===== src/hw/rtl/i2cbe_pkg.sv =====
`timescale 1ns / 1ps
// ----------------------------------------------------------------------------
// i2cbe_pkg
// Types, constants and sequencer microcode tables for the I2C bit engine.
// ----------------------------------------------------------------------------
package i2cbe_pkg;

  localparam int unsigned QueueDepth = 2;
  localparam int unsigned InDataW    = 16;
  localparam int unsigned InUserW    = 3;
  localparam int unsigned OutDataW   = 16;
  localparam int unsigned CfgAddrW   = 3;
  localparam int unsigned CfgDataW   = 32;

  localparam logic [15:0] HalfPeriodReset = 16'd2;
  localparam logic [7:0]  AckPollReset    = 8'd250;

  typedef enum logic [0:0] {
    REG_HALF_PERIOD = 1'b0,
    REG_ACK_POLL    = 1'b1
  } reg_idx_t;

  typedef enum logic [2:0] {
    CMD_TICK  = 3'd0,
    CMD_START = 3'd1,
    CMD_STOP  = 3'd2,
    CMD_WRITE = 3'd3,
    CMD_WAIT  = 3'd4,
    CMD_READ  = 3'd5,
    CMD_ACK   = 3'd6,
    CMD_NACK  = 3'd7
  } cmd_t;

  typedef enum logic [2:0] {
    OP_SCL0   = 3'd0,
    OP_SCL1   = 3'd1,
    OP_SDA0   = 3'd2,
    OP_SDA1   = 3'd3,
    OP_BIT    = 3'd4,
    OP_SAMP   = 3'd5,
    OP_POLL   = 3'd6,
    OP_ACKBIT = 3'd7
  } op_t;

  typedef enum logic [4:0] {
    PH_IDLE       = 5'd0,
    PH_ST_SDA1    = 5'd1,
    PH_ST_SCL1    = 5'd2,
    PH_ST_SDA0    = 5'd3,
    PH_ST_SCL0    = 5'd4,
    PH_SP_SCL0    = 5'd5,
    PH_SP_SDA0    = 5'd6,
    PH_SP_SCL1    = 5'd7,
    PH_SP_SDA1    = 5'd8,
    PH_WR_SCL0    = 5'd9,
    PH_WR_BIT     = 5'd10,
    PH_WR_SCL1    = 5'd11,
    PH_WR_SCL0B   = 5'd12,
    PH_WA_SDA1    = 5'd13,
    PH_WA_SCL1    = 5'd14,
    PH_WA_POLL    = 5'd15,
    PH_WA_SCL0    = 5'd16,
    PH_RD_SDA1    = 5'd17,
    PH_RD_SCL0    = 5'd18,
    PH_RD_SCL1    = 5'd19,
    PH_RD_SAMP    = 5'd20,
    PH_AK_SCL0    = 5'd21,
    PH_AK_BIT     = 5'd22,
    PH_AK_SCL1    = 5'd23,
    PH_AK_SCL0B   = 5'd24
  } phase_t;

  typedef struct packed {
    cmd_t       cmd;
    logic [7:0] tx_byte;
    logic       ack_after_read;
    logic       sda_level;
  } item_t;

  typedef struct packed {
    logic       cmd_rejected;
    logic       ack_missing;
    logic [7:0] rx_byte;
    logic       done_res;
    logic       busy_res;
    logic       sda_release;
    logic       scl_release;
  } result_t;

  function automatic op_t prog_op(input phase_t ph);
    op_t op;
    case (ph)
      PH_IDLE:     op = OP_SCL0;
      PH_ST_SDA1:  op = OP_SDA1;
      PH_ST_SCL1:  op = OP_SCL1;
      PH_ST_SDA0:  op = OP_SDA0;
      PH_ST_SCL0:  op = OP_SCL0;
      PH_SP_SCL0:  op = OP_SCL0;
      PH_SP_SDA0:  op = OP_SDA0;
      PH_SP_SCL1:  op = OP_SCL1;
      PH_SP_SDA1:  op = OP_SDA1;
      PH_WR_SCL0:  op = OP_SCL0;
      PH_WR_BIT:   op = OP_BIT;
      PH_WR_SCL1:  op = OP_SCL1;
      PH_WR_SCL0B: op = OP_SCL0;
      PH_WA_SDA1:  op = OP_SDA1;
      PH_WA_SCL1:  op = OP_SCL1;
      PH_WA_POLL:  op = OP_POLL;
      PH_WA_SCL0:  op = OP_SCL0;
      PH_RD_SDA1:  op = OP_SDA1;
      PH_RD_SCL0:  op = OP_SCL0;
      PH_RD_SCL1:  op = OP_SCL1;
      PH_RD_SAMP:  op = OP_SAMP;
      PH_AK_SCL0:  op = OP_SCL0;
      PH_AK_BIT:   op = OP_ACKBIT;
      PH_AK_SCL1:  op = OP_SCL1;
      PH_AK_SCL0B: op = OP_SCL0;
      default:     op = OP_SCL0;
    endcase
    return op;
  endfunction

  // 1: the step is followed by a bus delay
  function automatic logic prog_dly(input phase_t ph);
    logic d;
    case (ph)
      PH_ST_SCL1, PH_ST_SDA0, PH_SP_SDA0, PH_SP_SDA1,
      PH_WR_SCL1, PH_WR_SCL0B, PH_WA_SDA1, PH_WA_SCL1,
      PH_RD_SCL0, PH_RD_SAMP, PH_AK_BIT, PH_AK_SCL1: d = 1'b1;
      default: d = 1'b0;
    endcase
    return d;
  endfunction

endpackage


===== src/hw/rtl/i2c_master_bit_engine.sv =====
`timescale 1ns / 1ps
// ----------------------------------------------------------------------------
// i2c_master_bit_engine
// I2C master bit engine: start, stop, byte write/read, ack wait and ack/nack.
// ----------------------------------------------------------------------------
// Each input item is one bus tick and yields exactly one result item with the
// SCL/SDA release levels and status after that tick. Throughput is one item
// per clock; the result of an item passes through the two-entry input queue,
// then the sequencer's output register. The sequencer state update, applied
// once per tick, sets that rate; a held result stalls the sequencer and the
// queue.
// Registers: 0x0 half_period_ticks, 0x4 ack_poll_limit.
// ----------------------------------------------------------------------------
module i2c_master_bit_engine #(
  parameter int unsigned DELAY_BITS = 16
) (
  input  logic                              clk,
  input  logic                              rst_n,
  input  logic                              in_tvalid,
  output logic                              in_tready,
  // [7:0] tx_byte, [8] ack_after_read, [9] sda_level
  input  logic [i2cbe_pkg::InDataW-1:0]     in_tdata,
  // [2:0] req_type
  input  logic [i2cbe_pkg::InUserW-1:0]     in_tuser,
  output logic                              out_tvalid,
  input  logic                              out_tready,
  // [0] scl_release, [1] sda_release, [2] busy_res, [3] done_res,
  // [11:4] rx_byte, [12] ack_missing, [13] cmd_rejected
  output logic [i2cbe_pkg::OutDataW-1:0]    out_tdata,
  input  logic                              cfg_psel,
  input  logic                              cfg_penable,
  input  logic                              cfg_pwrite,
  input  logic [i2cbe_pkg::CfgAddrW-1:0]    cfg_paddr,
  input  logic [i2cbe_pkg::CfgDataW-1:0]    cfg_pwdata,
  output logic [i2cbe_pkg::CfgDataW-1:0]    cfg_prdata,
  output logic                              cfg_pready
);

  logic [15:0]           half_period_r;
  logic [7:0]            ack_poll_r;
  logic                  cfg_wr;
  i2cbe_pkg::reg_idx_t   reg_idx;
  logic                  q_valid;
  logic                  q_pop;
  i2cbe_pkg::item_t      q_item;

  assign cfg_pready = 1'b1;
  assign reg_idx    = i2cbe_pkg::reg_idx_t'(cfg_paddr[2]);
  assign cfg_wr     = cfg_psel && cfg_penable && cfg_pwrite && cfg_pready;

  always_ff @(posedge clk) begin
    if (!rst_n) begin
      half_period_r <= i2cbe_pkg::HalfPeriodReset;
      ack_poll_r    <= i2cbe_pkg::AckPollReset;
    end else if (cfg_wr) begin
      case (reg_idx)
        i2cbe_pkg::REG_HALF_PERIOD: half_period_r <= cfg_pwdata[15:0];
        i2cbe_pkg::REG_ACK_POLL:    ack_poll_r    <= cfg_pwdata[7:0];
        default: ;
      endcase
    end
  end

  always_comb begin
    case (reg_idx)
      i2cbe_pkg::REG_HALF_PERIOD: cfg_prdata = {16'd0, half_period_r};
      i2cbe_pkg::REG_ACK_POLL:    cfg_prdata = {24'd0, ack_poll_r};
      default:                    cfg_prdata = '0;
    endcase
  end

  i2cbe_front u_front (
    .clk       (clk),
    .rst_n     (rst_n),
    .in_tvalid (in_tvalid),
    .in_tready (in_tready),
    .in_tdata  (in_tdata),
    .in_tuser  (in_tuser),
    .q_valid   (q_valid),
    .q_pop     (q_pop),
    .q_item    (q_item)
  );

  i2cbe_back #(
    .DELAY_BITS (DELAY_BITS)
  ) u_back (
    .clk               (clk),
    .rst_n             (rst_n),
    .q_valid           (q_valid),
    .q_pop             (q_pop),
    .q_item            (q_item),
    .half_period_ticks (half_period_r),
    .ack_poll_limit    (ack_poll_r),
    .out_tvalid        (out_tvalid),
    .out_tready        (out_tready),
    .out_tdata         (out_tdata)
  );

endmodule


===== src/hw/rtl/i2cbe_front.sv =====
`timescale 1ns / 1ps
// ----------------------------------------------------------------------------
// i2cbe_front
// Accepts input items, decodes the request type and holds them in a short
// queue for the sequencer.
// ----------------------------------------------------------------------------
module i2cbe_front (
  input  logic                              clk,
  input  logic                              rst_n,
  input  logic                              in_tvalid,
  output logic                              in_tready,
  input  logic [i2cbe_pkg::InDataW-1:0]     in_tdata,
  input  logic [i2cbe_pkg::InUserW-1:0]     in_tuser,
  output logic                              q_valid,
  input  logic                              q_pop,
  output i2cbe_pkg::item_t                  q_item
);

  localparam int unsigned PtrW = $clog2(i2cbe_pkg::QueueDepth);
  localparam int unsigned CntW = $clog2(i2cbe_pkg::QueueDepth + 1);

  i2cbe_pkg::item_t slot_r [i2cbe_pkg::QueueDepth];
  logic [PtrW-1:0]  wr_ptr_r, wr_ptr_nxt;
  logic [PtrW-1:0]  rd_ptr_r, rd_ptr_nxt;
  logic [CntW-1:0]  count_r, count_nxt;
  i2cbe_pkg::item_t item;
  logic             push;
  logic             pop;

  always_comb begin
    item.cmd            = i2cbe_pkg::cmd_t'(in_tuser);
    item.tx_byte        = in_tdata[7:0];
    item.ack_after_read = in_tdata[8];
    item.sda_level      = in_tdata[9];
  end

  assign in_tready = (count_r != CntW'(i2cbe_pkg::QueueDepth));
  assign q_valid   = (count_r != '0);
  assign q_item    = slot_r[rd_ptr_r];
  assign push      = in_tvalid && in_tready;
  assign pop       = q_pop && q_valid;

  always_comb begin
    wr_ptr_nxt = wr_ptr_r;
    rd_ptr_nxt = rd_ptr_r;
    count_nxt  = count_r;
    if (push) begin
      wr_ptr_nxt = (wr_ptr_r == PtrW'(i2cbe_pkg::QueueDepth - 1)) ? '0 : wr_ptr_r + 1'b1;
    end
    if (pop) begin
      rd_ptr_nxt = (rd_ptr_r == PtrW'(i2cbe_pkg::QueueDepth - 1)) ? '0 : rd_ptr_r + 1'b1;
    end
    if (push && !pop) begin
      count_nxt = count_r + 1'b1;
    end else if (pop && !push) begin
      count_nxt = count_r - 1'b1;
    end
  end

  always_ff @(posedge clk) begin
    if (!rst_n) begin
      wr_ptr_r <= '0;
      rd_ptr_r <= '0;
      count_r  <= '0;
    end else begin
      wr_ptr_r <= wr_ptr_nxt;
      rd_ptr_r <= rd_ptr_nxt;
      count_r  <= count_nxt;
    end
  end

  always_ff @(posedge clk) begin
    if (push) begin
      slot_r[wr_ptr_r] <= item;
    end
  end

endmodule


===== src/hw/rtl/i2cbe_back.sv =====
`timescale 1ns / 1ps
// ----------------------------------------------------------------------------
// i2cbe_back
// Bus sequencer: runs one tick per queued item and registers the result.
// ----------------------------------------------------------------------------
module i2cbe_back #(
  parameter int unsigned DELAY_BITS = 16
) (
  input  logic                              clk,
  input  logic                              rst_n,
  input  logic                              q_valid,
  output logic                              q_pop,
  input  i2cbe_pkg::item_t                  q_item,
  input  logic [15:0]                       half_period_ticks,
  input  logic [7:0]                        ack_poll_limit,
  output logic                              out_tvalid,
  input  logic                              out_tready,
  output logic [i2cbe_pkg::OutDataW-1:0]    out_tdata
);

  localparam logic [32:0] DelayCap = (33'd1 << DELAY_BITS) - 33'd1;

  i2cbe_pkg::phase_t     phase_r, phase_nxt;
  logic [3:0]            bit_count_r, bit_count_nxt;
  logic [7:0]            shift_r, shift_nxt;
  logic [DELAY_BITS-1:0] delay_r, delay_nxt;
  logic [7:0]            poll_r, poll_nxt;
  logic                  scl_r, scl_nxt;
  logic                  sda_r, sda_nxt;
  logic                  ack_choice_r, ack_choice_nxt;
  logic                  ack_flag_r, ack_flag_nxt;
  logic [7:0]            rx_r, rx_nxt;
  logic                  out_valid_r;
  i2cbe_pkg::result_t    out_data_r;
  i2cbe_pkg::result_t    res;
  logic                  done;
  logic                  rejected;
  logic                  adv;
  i2cbe_pkg::op_t        op;
  logic [15:0]           h_nz;
  logic [DELAY_BITS-1:0] eff_delay;

  always_comb begin
    h_nz = (half_period_ticks == 16'd0) ? 16'd1 : half_period_ticks;
    if ({17'd0, h_nz} > DelayCap) begin
      eff_delay = DelayCap[DELAY_BITS-1:0];
    end else begin
      eff_delay = DELAY_BITS'(h_nz);
    end
  end

  assign q_pop = q_valid && (!out_valid_r || out_tready);

  // next state
  always_comb begin
    phase_nxt      = phase_r;
    bit_count_nxt  = bit_count_r;
    shift_nxt      = shift_r;
    delay_nxt      = delay_r;
    poll_nxt       = poll_r;
    scl_nxt        = scl_r;
    sda_nxt        = sda_r;
    ack_choice_nxt = ack_choice_r;
    ack_flag_nxt   = ack_flag_r;
    rx_nxt         = rx_r;
    done           = 1'b0;
    rejected       = 1'b0;
    adv            = 1'b0;
    op             = i2cbe_pkg::OP_SCL0;

    if (phase_r == i2cbe_pkg::PH_IDLE) begin
      delay_nxt = '0;
      case (q_item.cmd)
        i2cbe_pkg::CMD_START: phase_nxt = i2cbe_pkg::PH_ST_SDA1;
        i2cbe_pkg::CMD_STOP:  phase_nxt = i2cbe_pkg::PH_SP_SCL0;
        i2cbe_pkg::CMD_WRITE: begin
          phase_nxt     = i2cbe_pkg::PH_WR_SCL0;
          shift_nxt     = q_item.tx_byte;
          bit_count_nxt = 4'd8;
        end
        i2cbe_pkg::CMD_WAIT: begin
          phase_nxt    = i2cbe_pkg::PH_WA_SDA1;
          poll_nxt     = 8'd0;
          ack_flag_nxt = 1'b0;
        end
        i2cbe_pkg::CMD_READ: begin
          phase_nxt      = i2cbe_pkg::PH_RD_SDA1;
          shift_nxt      = 8'd0;
          bit_count_nxt  = 4'd8;
          ack_choice_nxt = q_item.ack_after_read;
        end
        i2cbe_pkg::CMD_ACK: begin
          phase_nxt      = i2cbe_pkg::PH_AK_SCL0;
          ack_choice_nxt = 1'b1;
        end
        i2cbe_pkg::CMD_NACK: begin
          phase_nxt      = i2cbe_pkg::PH_AK_SCL0;
          ack_choice_nxt = 1'b0;
        end
        default: ;
      endcase
    end else if (q_item.cmd != i2cbe_pkg::CMD_TICK) begin
      rejected = 1'b1;
    end

    if (phase_nxt != i2cbe_pkg::PH_IDLE) begin
      if (delay_nxt != '0) begin
        delay_nxt = delay_nxt - 1'b1;
        adv       = (delay_nxt == '0);
      end else begin
        op = i2cbe_pkg::prog_op(phase_nxt);
        case (op)
          i2cbe_pkg::OP_POLL: begin
            if (!q_item.sda_level) begin
              phase_nxt = i2cbe_pkg::PH_WA_SCL0;
            end else if ({1'b0, poll_nxt} + 9'd1 > {1'b0, ack_poll_limit}) begin
              ack_flag_nxt = 1'b1;
              phase_nxt    = i2cbe_pkg::PH_SP_SCL0;
            end else begin
              poll_nxt = poll_nxt + 8'd1;
            end
          end
          i2cbe_pkg::OP_SCL0: scl_nxt = 1'b0;
          i2cbe_pkg::OP_SCL1: scl_nxt = 1'b1;
          i2cbe_pkg::OP_SDA0: sda_nxt = 1'b0;
          i2cbe_pkg::OP_SDA1: sda_nxt = 1'b1;
          i2cbe_pkg::OP_BIT: begin
            sda_nxt   = shift_nxt[7];
            shift_nxt = {shift_nxt[6:0], 1'b0};
            if (bit_count_nxt != 4'd0) bit_count_nxt = bit_count_nxt - 4'd1;
          end
          i2cbe_pkg::OP_SAMP: begin
            shift_nxt = {shift_nxt[6:0], q_item.sda_level};
            if (bit_count_nxt != 4'd0) bit_count_nxt = bit_count_nxt - 4'd1;
          end
          default: sda_nxt = !ack_choice_nxt;
        endcase
        if (op != i2cbe_pkg::OP_POLL) begin
          if (i2cbe_pkg::prog_dly(phase_nxt)) begin
            delay_nxt = eff_delay;
          end else begin
            adv = 1'b1;
          end
        end
      end
    end

    if (adv) begin
      case (phase_nxt)
        i2cbe_pkg::PH_ST_SCL0, i2cbe_pkg::PH_SP_SDA1,
        i2cbe_pkg::PH_WA_SCL0, i2cbe_pkg::PH_AK_SCL0B: begin
          phase_nxt = i2cbe_pkg::PH_IDLE;
          done      = 1'b1;
        end
        i2cbe_pkg::PH_WR_SCL0B: begin
          if (bit_count_nxt != 4'd0) begin
            phase_nxt = i2cbe_pkg::PH_WR_BIT;
          end else begin
            phase_nxt = i2cbe_pkg::PH_IDLE;
            done      = 1'b1;
          end
        end
        i2cbe_pkg::PH_RD_SAMP: begin
          if (bit_count_nxt != 4'd0) begin
            phase_nxt = i2cbe_pkg::PH_RD_SCL0;
          end else begin
            rx_nxt    = shift_nxt;
            phase_nxt = i2cbe_pkg::PH_AK_SCL0;
          end
        end
        default: phase_nxt = i2cbe_pkg::phase_t'(phase_nxt + 5'd1);
      endcase
    end
  end

  // result fields
  always_comb begin
    res.scl_release  = scl_nxt;
    res.sda_release  = sda_nxt;
    res.busy_res     = (phase_nxt != i2cbe_pkg::PH_IDLE);
    res.done_res     = done;
    res.rx_byte      = rx_nxt;
    res.ack_missing  = ack_flag_nxt;
    res.cmd_rejected = rejected;
  end

  always_ff @(posedge clk) begin
    if (!rst_n) begin
      phase_r      <= i2cbe_pkg::PH_IDLE;
      bit_count_r  <= '0;
      shift_r      <= '0;
      delay_r      <= '0;
      poll_r       <= '0;
      scl_r        <= 1'b1;
      sda_r        <= 1'b1;
      ack_choice_r <= 1'b0;
      ack_flag_r   <= 1'b0;
      rx_r         <= '0;
      out_valid_r  <= 1'b0;
    end else begin
      if (q_pop) begin
        phase_r      <= phase_nxt;
        bit_count_r  <= bit_count_nxt;
        shift_r      <= shift_nxt;
        delay_r      <= delay_nxt;
        poll_r       <= poll_nxt;
        scl_r        <= scl_nxt;
        sda_r        <= sda_nxt;
        ack_choice_r <= ack_choice_nxt;
        ack_flag_r   <= ack_flag_nxt;
        rx_r         <= rx_nxt;
        out_valid_r  <= 1'b1;
      end else if (out_tready) begin
        out_valid_r  <= 1'b0;
      end
    end
  end

  always_ff @(posedge clk) begin
    if (q_pop) begin
      out_data_r <= res;
    end
  end

  assign out_tvalid = out_valid_r;
  assign out_tdata  = {{(i2cbe_pkg::OutDataW - $bits(i2cbe_pkg::result_t)){1'b0}}, out_data_r};

endmodule


===== config.mk =====
export PLATFORM = sky130hd
export DESIGN_NAME = i2c_master_bit_engine
export DESIGN_NICKNAME = d
export VERILOG_FILES = /design/src/hw/rtl/i2cbe_pkg.sv /design/src/hw/rtl/i2c_master_bit_engine.sv /design/src/hw/rtl/i2cbe_front.sv /design/src/hw/rtl/i2cbe_back.sv
export SDC_FILE = /design/constraint.sdc
export NUM_CORES = 1
export LEC_CHECK = 0
export ABC_CLOCK_PERIOD_IN_PS = 11100
export BUFFER_PORTS_ARGS = -buffer_cell sky130_fd_sc_hd__buf_2
export CORE_MARGIN = 4
export CORE_UTILIZATION = 30
export DETAILED_ROUTE_END_ITERATION = 8
export PLACE_DENSITY_LB_ADDON = 0.08
export SKIP_CTS_REPAIR_TIMING = 1
export SYNTH_ARGS = -nofsm -noshare
export SYNTH_HDL_FRONTEND = slang
export SYNTH_SLANG_ARGS = --single-unit

===== constraint.sdc =====
create_clock -name clk -period 11.1 [get_ports clk]
set_clock_uncertainty 0.15 [all_clocks]
set_input_delay 0 -clock clk [delete_from_list [all_inputs] [get_ports clk]]
set_output_delay 0 -clock clk [all_outputs]
set_load 0.01 [all_outputs]

==> results_dict.tcl <==
set metrics [dict create \
    status "complete, no violations" \
    drtIter0Drc 412 \
    finalHoldViolCount 0 \
    synth_top_cell_by_area "dfxtp_1" \
    synth_xor_area_frac 0.02423 \
    async_reset_ff_frac 0 \
    cpLargestDelayFamily "simple AND/OR/NAND/NOR gates" \
    critPathCaptureType "flop" \
    grt_start_max_net_pins 79 \
    max-cap-violations 0 \
    rows 57 \
    io_pins 112 \
    synth-simple-area-share 0.2365 \
    ant_nets 0 \
    synth_edf_count 40 \
    core_area_um2 24600 \
    switching_share 0.4489 \
    dp_cells 1237 \
    dieArea_um2 27910 \
    hpwl_um 14480 \
    power.internal_mw 1.233 \
    drive_gt1_frac 0.1553 \
    synth-compound-area-share 0.1981 \
    post_drt_wl_per_cell_um 16.42 \
    clkSlewWorstSetupHoldPaths_ps 70 \
    track_usage 0.1504 \
    setup_viol 0 \
    hp-class "in -> reg" \
    finish.utilization 0.3653 \
    final_cells 1303 \
    yosys_warnings 0 \
    syn_area_um2 7591 \
    synth_top_family_by_area "simple AND/OR/NAND/NOR gates" \
    cpMaxStageDelayCell "o2111a_1" \
    min_period_over_period 0.5863 \
    clk_latency_ps 420 \
    viasPerCell 5.071 \
    cpMostUsedCell "ha_1" \
    syn2layout_area_growth_pct 18.39 \
    start_util 0.3085 \
    cts_buffers 17 \
    synthFlopType "dfxtp_1" \
    ys_top_cells_by_area "dfxtp_1 (22%), edfxtp_1 (16%), nand2_1 (6.2%)" \
    wirelength_um 21390 \
    diodes 0 \
    slew_viol_final 0 \
    vdd_drop_max_uv 136.6 \
    relSlewSlack 0.2520 \
    cp.depth 22 \
    synthMuxAreaShare 0.06708 \
    antenna_found_initial 0 \
    synth_adder_area_share 0.02967 \
    grt_pass1_vias 6234 \
    cts.sinks 123 \
    min_period_ps 6508 \
    cpPeakStageDelay_ps 740 \
    comb_power_share 0.493 \
    clkPwrFrac 0.238 \
    gp_congestion 0.7845 \
    tritoncts "built" \
    tns_ps 0 \
    crit_arrival_ps 6520 \
    die_w_um 167.1 \
    dr.pass1.iters 5 \
    fp.dieH_um 167.1 \
    critPathRequiredTime_ps 11120 \
    seq_power_share 0.269 \
    worstMarginPinSlew_ps 1118 \
    clock-root-buffer "clkbuf_16" \
    path_class "reg -> reg" \
    reg2regPathDepth 22 \
    grt_pass1_wl_um 34360 \
    synth_top_area_frac 0.2189 \
    p_leak_nw 3.406 \
    vias 6607 \
    grt-ovfl-total 0 \
    yosysSeqAreaShare 0.3771 \
    path_buf_inv 1 \
    clock_path_buffers 2 \
    cp_max_fo 21 \
    power_switching_mw 1.004 \
    min_delay_path_depth 3 \
    cts_max_level 4 \
    synth_area_per_cell_um2 8.453 \
    ys_types 76 \
    fmax_ghz 0.1537 \
    postSynthCellCount 898 \
    startpoint_type "flop" \
    port_buffers 68 \
    worstPathCellList "buf_4 > nor4_2 > o2111a_1 > nor2b_1 > ha_1 > nand3_1 > nor2_1 > xnor2_1 > nor2_1 > ha_1 > nor4_1 > nand2_1 > o211ai_1 > a31o_2 > nand2_1 > ha_1 > or4_1 > a32oi_1 > a22oi_1 > nand3_1 > and3b_1 > mux2_2" \
    power_density_nw_per_um2 248.9 \
    drcViolationCount 0 \
    rsz0062_at_grt "false" \
    ys_ff_latch 123 \
    fin_nets 1045 \
]
==> worst register-to-register path: stages, from the launching register on <==
cell and delay [ps]:
dfxtp_1 300, buf_4 200, nor4_2 590, o2111a_1 740, nor2b_1 160, ha_1 290
nand3_1 140, nor2_1 80, xnor2_1 150, nor2_1 60, ha_1 220, nor4_1 280
nand2_1 80, o211ai_1 370, a31o_2 290, nand2_1 90, ha_1 220, or4_1 540
a32oi_1 210, a22oi_1 160, nand3_1 190, and3b_1 390, mux2_2 350
==> logic make-up (layout without fill, tap and decap cells) <==
| family | after synthesis | in the layout |
|---|---|---|
| simple gates | 352 | 352 |
| mux | 48 | 48 |
| other cells | 2 | 19 |
| buf+inv | 107 | 171 |
| xor+xnor | 21 | 21 |
| fa+ha+maj | 18 | 18 |
| flops | 123 | 123 |
| compound gates | 227 | 227 |
==> power by group through the flow <==
stage | clock network (mW) | logic (mW) | registers [mW]
after global placement | 0 | 1.11 | 0.613
after global routing | 0.567 | 1.23 | 0.614
after detailed placement | 0 | 1.09 | 0.612
after CTS | 0.549 | 1.10 | 0.603
final | 0.531 | 1.10 | 0.602
after floorplan | 0 | 0.807 | 0.599
==> cell type report <==
| class | instances | area [um2] |
|---|---|---|
| Sequential cell | 123 | 2863 |
| Multi-Input combinational cell | 685 | 4289 |
| Inverter | 23 | 86.33 |
| Fill cell | 2592 | 15620 |
| Clock buffer | 17 | 425.4 |
| Clock inverter | 15 | 132.6 |
| Timing Repair Buffer | 116 | 785.8 |
| Tap cell | 324 | 405.4 |
==> metrics by stage <==
stage | total power [mW] | area (um2) | hold slack [ps] | setup slack, ps
after floorplan | 1.406 | 7655 | -51.13 | 5477
after global placement | 1.720 | 8089 | 42.31 | 4473
after detailed placement | 1.706 | 8089 | 44.84 | 4546
after CTS | 2.250 | 8647 | -399.9 | 4529
after global routing | 2.410 | 8987 | 122.6 | 4086
final | 2.237 | 8987 | 91.02 | 4592
==> state kept, by name, summed over array words and instances, names as in the netlist, 5 cells and up, named ones only <==
signal,flops
u_back.rx_r,8
u_front.slot_r,26
u_back.delay_r,16
u_back.out_tdata,14
u_back.phase_r,5
u_back.poll_r,8
ack_poll_r,8
u_back.shift_r,8
half_period_r,16
==> cell usage in the layout (no fill, tap or decap), types with 7 or more instances in the layout <==
cell	count
a21boi_0	33
a21oi_1	54
a31oi_1	13
and2_1	19
buf_2	68
buf_4	14
clkbuf_16	17
conb_1	19
dfxtp_1	83
dlygate4sd3_1	34
edfxtp_1	40
ha_1	18
inv_1	23
mux2_2	20
mux2i_1	27
nand2_1	125
nand2b_1	7
nand3_1	25
nand4_1	8
nor2_1	59
nor2b_1	26
nor3_1	23
nor4_1	16
o211ai_1	15
o21ai_0	45
o31ai_1	10
or3_1	8
xnor2_1	16
==> routing by layer <==
metal	global-route usage	up-vias	routed length, um
li1	-	3342	-
met1	0.2237	3139	11130
met2	0.2290	117	9408
met3	0.02489	9	678
met4	0.03237	0	178
met5	0	-	0
==> path summary, 6_finish.rpt <==
| check | slack [ps] | end | from |
|---|---|---|---|
| max reg2reg | 4590 | u_back.out_tdata[7]$_DFFE_PP_ | u_back.phase_r[0]$_SDFFE_PN0P_ |
| min | 90 | half_period_r[1]$_SDFFE_PN1P_ | rst_n |
| min reg2reg | 320 | u_back.scl_r$_SDFFE_PN1P_ | u_back.scl_r$_SDFFE_PN1P_ |
| max | 4590 | u_back.out_tdata[7]$_DFFE_PP_ | u_back.phase_r[0]$_SDFFE_PN0P_ |
==> Yosys cell counts (4+ instances only) <==
cell type / count
nand2_1: 125
dfxtp_1: 83
nor2_1: 59
a21oi_1: 54
clkbuf_1: 49
o21ai_0: 45
edfxtp_1: 40
a21boi_0: 33
mux2i_1: 27
nor2b_1: 26
nand3_1: 25
inv_1: 23
nor3_1: 23
buf_4: 20
mux2_2: 20
and2_1: 19
ha_1: 18
nor4_1: 16
xnor2_1: 16
o211ai_1: 15
a31oi_1: 13
o31ai_1: 10
buf_1: 9
nand4_1: 8
or3_1: 8
nand2b_1: 7
a22oi_1: 6
o21a_1: 5
xor2_1: 5
a32oi_1: 4
and3_1: 4
nand3b_1: 4
or2_2: 4
No activity file was read; power rests on OpenSTA's default activity.
